[config.mk]
export PLATFORM = sky130hd
export DESIGN_NAME = line_follow_pid_steering_core
export DESIGN_NICKNAME = d
export VERILOG_FILES = /design/src/rtl/lfps_pkg.sv /design/src/rtl/line_follow_pid_steering_core.sv /design/src/rtl/lfps_cfg_regs.sv /design/src/rtl/lfps_steer_dp.sv
export SDC_FILE = /design/constraint.sdc
export NUM_CORES = 1
export LEC_CHECK = 0
export BUFFER_PORTS_ARGS = -buffer_cell sky130_fd_sc_hd__buf_2
export CORE_MARGIN = 2
export CORE_UTILIZATION = 70
export CTS_CLUSTER_SIZE = 10
export DETAILED_ROUTE_END_ITERATION = 6
export GPL_TIMING_DRIVEN = 0
export PLACE_DENSITY = 0.95
export SYNTH_ARGS = -nofsm -noshare
export SYNTH_HDL_FRONTEND = slang
export SYNTH_SLANG_ARGS = --single-unit
[constraint.sdc]
create_clock -name clk -period 16.2 [get_ports clk]
set_input_delay 1.62 -clock clk [delete_from_list [all_inputs] [get_ports clk]]
set_output_delay 1.62 -clock clk [all_outputs]
set_load 0.05 [all_outputs]
[src/rtl/lfps_pkg.sv]
// Shared types and constants for the line-follow PID steering core.
// Used by the configuration registers, the steering datapath and the top level.
package lfps_pkg;

  localparam int SENSOR_W = 7;
  localparam int SPEED_W = 7;
  localparam int GAIN_W = 8;
  localparam int ERR_W = 6;
  localparam int SUM_W = 7;
  localparam int CFG_IDX_W = 8;
  localparam int CFG_DATA_W = 8;

  localparam logic [CFG_IDX_W-1:0] CFG_BASE_SPEED = 8'd0;
  localparam logic [CFG_IDX_W-1:0] CFG_GAIN_PROP = 8'd1;
  localparam logic [CFG_IDX_W-1:0] CFG_GAIN_INTEG = 8'd2;
  localparam logic [CFG_IDX_W-1:0] CFG_GAIN_DERIV = 8'd3;

  localparam logic [SPEED_W-1:0] BASE_RESET = 7'd50;
  localparam logic [SENSOR_W-1:0] SENSORS_ALL = 7'h7f;
  localparam logic [SENSOR_W-1:0] SENSORS_NONE = 7'h00;

  localparam logic signed [SUM_W-1:0] INTEG_HI = 7'sd30;
  localparam logic signed [SUM_W-1:0] INTEG_LO = -7'sd30;
  localparam logic [SPEED_W-1:0] SPEED_MAX = 7'd90;
  localparam logic [SPEED_W-1:0] PIVOT_MAX = 7'd108;
  localparam logic [SPEED_W-1:0] PIVOT_SAT_BASE = 7'd90;
  localparam logic [7:0] DIV5_RECIP = 8'd205;
  localparam int DIV5_SHIFT = 10;

  localparam logic signed [4:0] SENSOR_WEIGHT [SENSOR_W] =
    '{-5'sd7, -5'sd4, -5'sd2, 5'sd1, 5'sd2, 5'sd4, 5'sd7};

  typedef struct packed {
    logic [SPEED_W-1:0] cruise_speed;
    logic [GAIN_W-1:0]  gain_prop;
    logic [GAIN_W-1:0]  gain_integ;
    logic [GAIN_W-1:0]  gain_deriv;
  } cfg_t;

  typedef struct packed {
    logic signed [SUM_W-1:0] error_sum;
    logic signed [ERR_W-1:0] last_error;
  } pid_state_t;

  typedef struct packed {
    logic [SPEED_W-1:0] left_cmd;
    logic [SPEED_W-1:0] right_cmd;
    logic               recovering;
  } result_t;

endpackage

[src/rtl/line_follow_pid_steering_core.sv]
// The core returns one speed beat per input beat. A beat is held in the input register
// and then lands in the result register; the integral and previous-error registers update
// as the beat moves into the result register, which closes the feedback loop through those
// registers and lets a new beat be taken every clock while the result is not stalled.
// A stalled result beat holds the input register, and a further input beat is taken only
// when the input register can drain.
module line_follow_pid_steering_core (
  input  logic        clk,
  input  logic        rst_n,
  input  logic        in_tvalid,
  output logic        in_tready,
  input  logic [7:0]  in_tdata,   // [6:0] sensor_bits, [7] zero
  output logic        out_tvalid,
  input  logic        out_tready,
  output logic [15:0] out_tdata,  // [6:0] left_cmd, [13:7] right_cmd, [15:14] zero
  output logic        out_tuser,  // [0] recovering
  input  logic        cfg_valid,
  output logic        cfg_ready,
  input  logic [7:0]  cfg_index,
  input  logic [7:0]  cfg_data
);
  import lfps_pkg::*;

  cfg_t                 cfg;
  pid_state_t           state_r;
  pid_state_t           state_calc;
  result_t              result;
  result_t              out_res_r;
  logic                 in_valid_r;
  logic                 in_valid_nxt;
  logic [SENSOR_W-1:0]  in_bits_r;
  logic                 out_valid_r;
  logic                 out_valid_nxt;
  logic                 out_load;
  logic                 fire;

  lfps_cfg_regs u_cfg (
    .clk       (clk),
    .rst_n     (rst_n),
    .cfg_valid (cfg_valid),
    .cfg_ready (cfg_ready),
    .cfg_index (cfg_index),
    .cfg_data  (cfg_data),
    .cfg       (cfg)
  );

  lfps_steer_dp u_dp (
    .sensor_bits (in_bits_r),
    .cfg         (cfg),
    .state       (state_r),
    .state_nxt   (state_calc),
    .result      (result)
  );

  assign out_load = !out_valid_r || out_tready;
  assign fire = in_valid_r && out_load;
  assign in_tready = !in_valid_r || out_load;

  assign in_valid_nxt = in_tready ? in_tvalid : in_valid_r;
  assign out_valid_nxt = out_load ? in_valid_r : out_valid_r;

  always_ff @(posedge clk) begin
    if (!rst_n) begin
      in_valid_r <= 1'b0;
      out_valid_r <= 1'b0;
      state_r <= '0;
    end else begin
      in_valid_r <= in_valid_nxt;
      out_valid_r <= out_valid_nxt;
      if (fire) begin
        state_r <= state_calc;
      end
    end
  end

  always_ff @(posedge clk) begin
    if (in_tready && in_tvalid) begin
      in_bits_r <= in_tdata[SENSOR_W-1:0];
    end
    if (fire) begin
      out_res_r <= result;
    end
  end

  assign out_tvalid = out_valid_r;
  assign out_tdata = {2'b00, out_res_r.right_cmd, out_res_r.left_cmd};
  assign out_tuser = out_res_r.recovering;

  a_integ_range: assert property (@(posedge clk) disable iff (!rst_n)
    (state_r.error_sum <= INTEG_HI) && (state_r.error_sum >= INTEG_LO))
    else $error("integral left its clamp range");

  a_pivot_one_wheel: assert property (@(posedge clk) disable iff (!rst_n)
    (out_valid_r && out_res_r.recovering) |->
      (out_res_r.left_cmd == '0 || out_res_r.right_cmd == '0))
    else $error("recovery beat drives both wheels");

  a_pid_speed_cap: assert property (@(posedge clk) disable iff (!rst_n)
    (out_valid_r && !out_res_r.recovering) |->
      (out_res_r.left_cmd <= SPEED_MAX && out_res_r.right_cmd <= SPEED_MAX))
    else $error("steering speed above cap");

  a_state_hold_on_stall: assert property (@(posedge clk) disable iff (!rst_n)
    !fire |=> $stable(state_r))
    else $error("PID state changed without a beat moving");

  a_recovery_keeps_state: assert property (@(posedge clk) disable iff (!rst_n)
    (fire && result.recovering) |=> $stable(state_r))
    else $error("recovery beat changed PID state");

endmodule

[src/rtl/lfps_cfg_regs.sv]
// Configuration register file of the steering core: base speed and the three PID gains.
// Depends on lfps_pkg for register indexes, reset values and the cfg_t bundle.
module lfps_cfg_regs (
  input  logic                           clk,
  input  logic                           rst_n,
  input  logic                           cfg_valid,
  output logic                           cfg_ready,
  input  logic [lfps_pkg::CFG_IDX_W-1:0]  cfg_index,
  input  logic [lfps_pkg::CFG_DATA_W-1:0] cfg_data,
  output lfps_pkg::cfg_t                 cfg
);
  import lfps_pkg::*;

  cfg_t cfg_r;
  cfg_t cfg_nxt;

  assign cfg_ready = 1'b1;
  assign cfg = cfg_r;

  always_comb begin
    cfg_nxt = cfg_r;
    if (cfg_valid) begin
      unique case (cfg_index)
        CFG_BASE_SPEED: cfg_nxt.cruise_speed = cfg_data[SPEED_W-1:0];
        CFG_GAIN_PROP:  cfg_nxt.gain_prop = cfg_data[GAIN_W-1:0];
        CFG_GAIN_INTEG: cfg_nxt.gain_integ = cfg_data[GAIN_W-1:0];
        CFG_GAIN_DERIV: cfg_nxt.gain_deriv = cfg_data[GAIN_W-1:0];
        default:        cfg_nxt = cfg_r;
      endcase
    end
  end

  always_ff @(posedge clk) begin
    if (!rst_n) begin
      cfg_r.cruise_speed <= BASE_RESET;
      cfg_r.gain_prop <= '0;
      cfg_r.gain_integ <= '0;
      cfg_r.gain_deriv <= '0;
    end else begin
      cfg_r <= cfg_nxt;
    end
  end

endmodule

[src/rtl/lfps_steer_dp.sv]
// Single-pass steering datapath: position error, clamped PID, wheel speeds and pivot recovery.
// Depends on lfps_pkg; purely combinational, state is held by the top level.
module lfps_steer_dp (
  input  logic [lfps_pkg::SENSOR_W-1:0] sensor_bits,
  input  lfps_pkg::cfg_t                cfg,
  input  lfps_pkg::pid_state_t          state,
  output lfps_pkg::pid_state_t          state_nxt,
  output lfps_pkg::result_t             result
);
  import lfps_pkg::*;

  logic signed [4:0]        err_acc;
  logic signed [ERR_W-1:0]  err;
  logic signed [SUM_W-1:0]  sum_raw;
  logic signed [SUM_W-1:0]  integ;
  logic signed [SUM_W-1:0]  diff;
  logic signed [8:0]        kp_s;
  logic signed [8:0]        ki_s;
  logic signed [8:0]        kd_s;
  logic signed [15:0]       p_term;
  logic signed [15:0]       i_term;
  logic signed [15:0]       d_term;
  logic signed [17:0]       pid;
  logic signed [17:0]       base_s;
  logic signed [17:0]       left_sum;
  logic signed [17:0]       right_sum;
  logic [SPEED_W-1:0]       left_pid;
  logic [SPEED_W-1:0]       right_pid;
  logic [9:0]               base_x6;
  logic [17:0]              pivot_scaled;
  logic [SPEED_W-1:0]       pivot;
  logic                     all_low;
  logic                     all_high;
  logic                     go_left;

  always_comb begin
    err_acc = '0;
    for (int i = 0; i < SENSOR_W; i++) begin
      if (sensor_bits[i]) begin
        err_acc = err_acc + SENSOR_WEIGHT[i];
      end
    end
  end

  assign err = ERR_W'(err_acc);
  assign sum_raw = state.error_sum + SUM_W'(err);
  assign diff = SUM_W'(err) - SUM_W'(state.last_error);

  always_comb begin
    if (sum_raw > INTEG_HI) begin
      integ = INTEG_HI;
    end else if (sum_raw < INTEG_LO) begin
      integ = INTEG_LO;
    end else begin
      integ = sum_raw;
    end
  end

  assign kp_s = $signed({1'b0, cfg.gain_prop});
  assign ki_s = $signed({1'b0, cfg.gain_integ});
  assign kd_s = $signed({1'b0, cfg.gain_deriv});
  assign p_term = 16'(kp_s) * 16'(err);
  assign i_term = 16'(ki_s) * 16'(integ);
  assign d_term = 16'(kd_s) * 16'(diff);
  assign pid = 18'(p_term) + 18'(i_term) + 18'(d_term);

  assign base_s = $signed({11'b0, cfg.cruise_speed});
  assign left_sum = base_s + pid;
  assign right_sum = base_s - pid;

  always_comb begin
    if (left_sum < 18'sd0) begin
      left_pid = '0;
    end else if (left_sum > $signed({11'b0, SPEED_MAX})) begin
      left_pid = SPEED_MAX;
    end else begin
      left_pid = left_sum[SPEED_W-1:0];
    end
    if (right_sum < 18'sd0) begin
      right_pid = '0;
    end else if (right_sum > $signed({11'b0, SPEED_MAX})) begin
      right_pid = SPEED_MAX;
    end else begin
      right_pid = right_sum[SPEED_W-1:0];
    end
  end

  // Division by five is a multiply by 205/1024, exact for all products below 1024.
  assign base_x6 = 10'(cfg.cruise_speed) * 10'd6;
  assign pivot_scaled = 18'(base_x6) * 18'(DIV5_RECIP);
  assign pivot = (cfg.cruise_speed >= PIVOT_SAT_BASE) ? PIVOT_MAX
               : pivot_scaled[DIV5_SHIFT+SPEED_W-1:DIV5_SHIFT];

  assign all_low = (sensor_bits == SENSORS_NONE);
  assign all_high = (sensor_bits == SENSORS_ALL);

  always_comb begin
    if (all_low) begin
      go_left = (state.last_error == '0);
    end else begin
      go_left = (state.last_error > 6'sd0);
    end
  end

  always_comb begin
    if (all_low || all_high) begin
      result.left_cmd = go_left ? pivot : '0;
      result.right_cmd = go_left ? '0 : pivot;
      result.recovering = 1'b1;
      state_nxt = state;
    end else begin
      result.left_cmd = left_pid;
      result.right_cmd = right_pid;
      result.recovering = 1'b0;
      state_nxt.error_sum = integ;
      state_nxt.last_error = err;
    end
  end

endmodule
Word level (Yosys, flattened, before mapping):

Index checks and enable logic that the tools add are counted.

* register bits: 67
* input port bits: 29
* output and inout bits: 20
* logic and storage cells: 75

* add/sub/neg operators: 12
* multiply operators: 5
* $lt $le $gt $ge: 8
* equality and inequality tests: 4
* mux-type cells: 18
* bitwise gates (word level): 1
* reductions and logical operators: 15

Operators with widths (count)
* 7-bit 2-to-1 mux: 9
* 18-bit by 8-bit > comparator with 1-bit output, second input constant: 2
* 18-bit by 1-bit less-than comparator with 1-bit output, second input constant: 2
* 5-bit 2-to-1 mux: 7
* 17-bit by 15-bit adder with 18-bit output: 1
* 8-bit by 18-bit adder with 18-bit output: 1
* 8-bit by 18-bit subtractor with 18-bit output: 1
* 14-bit by 16-bit adder with 17-bit output: 1
* 8-bit by 2-bit equality test with 1-bit output, second input constant: 2
* 9-bit by 7-bit multiplier with 16-bit output: 1
* 9-bit by 8-bit multiplier with 16-bit output, second input constant: 1
* 9-bit by 6-bit multiplier with 15-bit output: 1
* 15-bit 2-to-1 mux: 1
* 9-bit by 5-bit multiplier with 14-bit output: 1
* 5-bit by 2-bit adder with 5-bit output, second input constant: 2
* 5-bit by 3-bit adder with 5-bit output, second input constant: 2
* 5-bit by 4-bit adder with 5-bit output, second input constant: 2
* 2-bit AND reduction: 5
* 7-bit by 2-bit multiplier with 9-bit output, second input constant: 1
* 8-bit by 1-bit equality test with 1-bit output, second input constant: 1
* 8-bit zero test: 1
* 7-bit by 5-bit adder with 7-bit output: 1
* 7-bit equality test, second input constant: 1
* 7-bit >= comparator, second input constant: 1
* other kinds (11): 15

Depth between registers and ports, before layout:

Gate-level depths: netlist of run 1.

* word-level depth: 25
* depth in mapped cells: 48

Cells and area by module:

A second synthesis of run 1 with hierarchy kept.

* cell total of the unflattened synthesis: 1333
* area total of the unflattened synthesis: 12101.6 µm²

Modules (own cells, without submodules)
* lfps_steer_dp: instances 1, cells each 1122, area each 9561.7 µm², seq. area each 0.0 µm²
* line_follow_pid_steering_core: instances 1, cells each 91, area each 1305.0 µm², seq. area each 960.9 µm²
* lfps_cfg_regs: instances 1, cells each 120, area each 1234.9 µm², seq. area each 620.6 µm²

Worst setup path after synthesis of run 1:

Ideal clock, no wire load.

* kind: register -> register
* from: register in_bits_r[2]
* to: register out_res_r, in the netlist out_tdata[10], data pin
* arrival: 10348 ps
* data required time: 15933 ps
* setup slack: 5585 ps
* stages on the path, launching flop included: 45
* path buffers: 0
* clock period less this slack: 10615 ps
* cells stage by stage: edfxtp_1 -> ha_1 -> and3b_4 -> nor2_1 -> ha_1 -> nand2_1 -> o31ai_4 -> ha_1 -> nand2_1 -> xor2_1 -> xnor2_1 -> xor2_1 -> xnor2_1 -> inv_2 -> ha_1 -> a21boi_0 -> o21a_1 -> o21a_1 -> (+9 left out) -> fa_1 -> fa_1 -> inv_1 -> fa_1 -> inv_1 -> ha_1 -> o21ai_0 -> a21oi_1 -> nor2_1 -> inv_1 -> ha_1 -> or4_1 -> nand3_1 -> nor4_2 -> or3_1 -> a211oi_1 -> and4_1 -> o211ai_1

RTL lines
* start: declaration: line line_follow_pid_steering_core.sv:31 `logic [SENSOR_W-1:0] in_bits_r;`
* start signal: assignment: line line_follow_pid_steering_core.sv:78 `in_bits_r <= in_tdata[SENSOR_W-1:0];`
* end signal: assignment: line line_follow_pid_steering_core.sv:81 `out_res_r <= result;`
* end: declaration: line line_follow_pid_steering_core.sv:28 `result_t out_res_r;`

==> flow_summary.yaml, run 1 <==
cts:
  clock_sinks: 67
  hold_buffers: 0
  cts_resized: 0
  cts_tree: "done"
  cts-root-buf: "clkbuf_16"
  cts-buffers-inserted: 9
  clkTransAtPathRegs_ps: 60
  clock_path_buffers: 2
  h-tree-depth: 3
  postCtsSetupRepairBufs: 0
  clk_latency_ps: 360
cells_and_area:
  antenna_cells: 0
  multiInputGateArea_um2: 9080
  drive_gt1_frac: 0.0809
  seq_area_um2: 1560
  final_cell_mix: "inv_1, ha_1, fa_1"
  area_growth_pct: 6.84
  fin_cells: 1605
  fillers: 996
  mostFrequentLayoutCell: "inv_1"
  nNetsFinal: 1712
worst_hold_path:
  min_from: "state_r[11]"
  hold_path_class: "reg -> reg"
grt:
  grt_usage: 0.354
  grt_max_degree: 18
  grt_pass1_vias: 10699
  grt_first_pass_wirelength_um: 50100
  grt-ovfl-total: 0
  antenna_found_initial: 0
sta:
  setup_ws_ps: 3540
  fin_crit_sh: 0.781
  clock_skew_ps: 9.64
  tns_ps: 0
  hold_violations: 0
  slew_headroom: 0.155
  tightestPinTransition_ps: 1260
  setup_viol: 0
  fmax_ghz: 0.0790
  fin_crit_ps: 12660
  drv_slew: 0
  rsz0062_at_grt: "false"
setup_path:
  critPathCaptureType: "flop"
  timing.rr.start: "in_bits_r[2]"
  cp.arrival_ps: 12810
  cpLargestDelayFamily: "adder cells"
  crit_required_ps: 16350
  critical_path_peak_fanout: 11
  crit_start: "in_bits_r[2]"
  path_buf_inv: 7
  cp_slowest_cell: "xor2_1"
  max_stage_delay_ps: 920
  critPathLaunchType: "flop"
  worstSetupPathType: "reg -> reg"
  crit_top_cell: "fa_1"
route:
  drt-pass1-iter-count: 6
  finalWirelength_um: 29600
  vias: 9753
  ant_nets: 0
  drtIter0Drc: 703
  wl_per_cell_um: 18.4
  vias_per_cell: 6.08
  drcViolationCount: 0
floorplan:
  die_h_um: 133
  dieArea_um2: 17800
  rows: 47
  core-area_um2: 16500
  initial_core_util: 0.712
  die_x_um: 133
  ios: 49
placement:
  gp_congestion: 0.945
  dp_hpwl_um: 23600
  io_buffers: 44
  post-place-ws_ps: 4040
  post-place-cells: 1589
yosys:
  synth_cells: 1324
  syn_area_um2: 11700
  syn_area_per_cell_um2: 8.85
  yosysSeqAreaShare: 0.133
  yosysWarningCount: 0
  ys_types: 91
  ys_ff_latch: 67
  synthArstFlopShare: 0
  synth_edf_count: 22
  synth_top_flop_cell: "dfxtp_1"
job:
  drv_cap: 0
run_status:
  outcome: "completed"
## Yosys cell counts (4+ instances only)
library cell	number	area [um^2]
fa_1	142	2840
a21oi_1	53	265
xor2_1	22	193
nand2b_1	28	175
o211ai_1	10	75.1
o2111ai_1	4	35.0
nor2b_1	25	156
o21bai_1	5	37.5
nand4_1	6	37.5
mux2i_1	18	180
o21a_1	9	67.6
nor3_1	12	60.1
dfxtp_1	45	901
clkbuf_1	16	60.1
nor2_1	74	278
or2_2	9	56.3
inv_1	247	927
nand2_1	123	462
a21o_1	12	90.1
o31ai_1	6	45.0
a211oi_1	15	113
o21ai_0	30	150
nand3_1	15	75.1
and4_1	4	35.0
buf_2	8	40.0
and3_1	10	62.6
buf_4	4	30.0
nor4_1	5	31.3
o21ai_1	6	30.0
and2_1	51	319
ha_1	161	2010
a31oi_1	5	31.3
edfxtp_1	22	661
xnor2_1	37	324
## layout make-up
cell class / count / area share
timing repair buffer: 44 / 0.0176
clock buffer: 10 / 0.0183
inverter: 249 / 0.0747
multi-input combinational: 979 / 0.725
tap: 220 / 0.0220
sequential: 67 / 0.125
buffer: 30 / 0.0116
clock inverter: 6 / 0.00570
## sequential cells by signal, indices dropped and copies added (netlist names)
name and cells:
out_tuser 1, out_tdata 14, out_tvalid 1, state_r 12, in_bits_r 7, in_valid_r 1
u_cfg.cfg 31
## through the flow
step | utilization | hold WS, ps | cell area, um^2
detailed placement | 0.742 | 458 | 12200
global route | 0.760 | 505 | 12500
floorplan | - | 441 | 11700
finish | 0.760 | 466 | 12500
global placement | 0.742 | 452 | 12200
CTS | 0.760 | 465 | 12500
## worst min-delay path, cell delays in order (launching register included)
cell and delay, ps:
dfxtp_1 310, nand2_1 50, a21oi_1 50
## cell families after synthesis
group | after synthesis | share of synthesized area
xor+xnor | 63 | 0.0513
buf+inv | 279 | 0.0922
other cells | 2 | 0.000641
fa+ha+maj | 305 | 0.416
mux | 20 | 0.0173
flops | 67 | 0.133
simple gates | 392 | 0.173
compound gates | 196 | 0.116
## per-layer routing
layer  share of wire  GRT usage
met5               0          0
met3           0.084     0.0944
met1            0.36      0.393
met4           0.060      0.192
met2            0.49      0.621
## final timing paths
kind | to | slack, ps | cells past startpoint
max | out_tdata[5] | 3540 | 41
min | state_r[11] | 470 | 2
min reg2reg | state_r[11] | 470 | 2
max reg2reg | out_tdata[5] | 3540 | 41
Power of run 1 is left out: the tool's default activity adds up to more than one toggle a clock period on the data nets, which glitch-free logic cannot reach.
==> run 2: changes to the inputs <==
CORE_UTILIZATION = 65   (was 70)
PLACE_DENSITY = 0.91   (was 0.95)
clock period = 12.8 ns   (was 16.2 ns; I/O delays follow)
==> flow_summary.yaml, run 2 (synthesized netlist as in run 1, its figures left out) <==
floorplan:
  initial_core_util: 0.657
  core-area_um2: 17800
  die_h_um: 138
  ios: 49
  die_x_um: 138
  rows: 49
  dieArea_um2: 19100
cells_and_area:
  largest_reg_flops: 31
  nNetsFinal: 1712
  final_cell_mix: "inv_1, ha_1, fa_1"
  antenna_cells: 0
  area_growth_pct: 7.02
  postLayoutCoreUtil: 0.703
  fin_cells: 1614
  drive_gt1_frac: 0.0823
  mostFrequentLayoutCell: "inv_1"
setup_path:
  critical_path_peak_fanout: 17
  cp.arrival_ps: 12370
  worstSetupPathType: "reg -> reg"
  crit_required_ps: 12920
  critPathCaptureType: "flop"
  critPathLaunchType: "flop"
  max_stage_delay_ps: 570
  cp_slowest_cell: "fa_1"
cts:
  h-tree-depth: 3
  clock_path_buffers: 2
  cts-buffers-inserted: 9
  clk_latency_ps: 340
  postCtsSetupRepairBufs: 0
  clock_sinks: 67
  clkTransAtPathRegs_ps: 60
  cts_tree: "done"
  hold_buffers: 0
  cts-root-buf: "clkbuf_16"
worst_hold_path:
  hold_path_class: "reg -> reg"
sta:
  fmax_ghz: 0.0817
  fin_crit_ps: 12250
  setup_viol: 0
  clock_skew_ps: 8.33
  fin_crit_sh: 0.957
  drv_slew: 0
  hold_violations: 0
  slew_headroom: 0.181
  tightestPinTransition_ps: 1220
route:
  drtIter0Drc: 599
  vias: 9618
  ant_nets: 0
  drt-pass1-iter-count: 6
  wl_per_cell_um: 17.8
  finalWirelength_um: 28700
  drcViolationCount: 0
  vias_per_cell: 5.96
grt:
  grt_max_degree: 18
  grt_first_pass_wirelength_um: 48700
  grt-ovfl-total: 0
  grt_usage: 0.310
  antenna_found_initial: 0
  grt_pass1_vias: 10382
placement:
  gp_congestion: 0.934
  dp_hpwl_um: 23000
  post-place-cells: 1598
  io_buffers: 44
job:
  drv_cap: 0
run_status:
  outcome: "completed"
## run 2: cell types whose count changed in the layout (fill, tap and decap cells not counted), sizes merged
cell / delta
clkinv: +1
clkinvlp: +1
inv: -2
## run 2: per-stage QoR
stage                     hold WS [ps]  instance area [um^2]  worst slack [ps]  TNS [ps]
after floorplan                    441                 11700              2180         0
after global placement             453                 12200               952         0
after detailed placement           456                 12200               648         0
after CTS                          463                 12500               555         0
after global routing               515                 12500             -20.4     -23.0
final                              462                 12500               555         0
## run 2: worst max-delay path, delay by kind of cell, from the launching register on
family / cells / cell delay [ps]
adders and majority gates: 12 / 5050
and+or+nand+nor: 12 / 2590
AOI/OAI and AO/OA: 8 / 1700
buffers and inverters: 7 / 1310
xor gates and xnor gates: 5 / 890
DFF: 1 / 470
## run 2: worst paths after layout
kind                startpoint      endpoint  slack (ps)  cells after the start
setup reg to reg  in_bits_r[2]  out_tdata[7]         550                     44
setup / recovery  in_bits_r[2]  out_tdata[7]         550                     44
hold reg to reg    state_r[11]   state_r[11]         460                      2
hold / removal     state_r[11]   state_r[11]         460                      2
## run 2: timing repair
action	CTS	global route
gates resized for setup	0	2
endpoints found under the hold margin	0	0
setup endpoints to repair	0	14
## run 2: metal layers
| metal | part of all wire | global-route usage | wire (um) | up-vias |
|---|---|---|---|---|
| met5 | 0 | 0 | 0 | - |
| met4 | 0.044 | 0.121 | 1260 | 0 |
| met3 | 0.072 | 0.0589 | 2080 | 119 |
| met2 | 0.50 | 0.561 | 14400 | 403 |
| met1 | 0.38 | 0.364 | 11000 | 4671 |
| li1 | - | - | - | 4425 |
## run 2: cell type report
class | instances | area, um^2
multi-input cells | 979 | 9100
fillers | 1230 | 5300
flip-flops and latches | 67 | 1560
inverters | 249 | 935
well taps | 229 | 287
clock buffers | 10 | 229
repair buffers | 44 | 220
plain buffers | 30 | 145
clock inverters | 6 | 65.1
Power of run 2 is left out for the same reason.
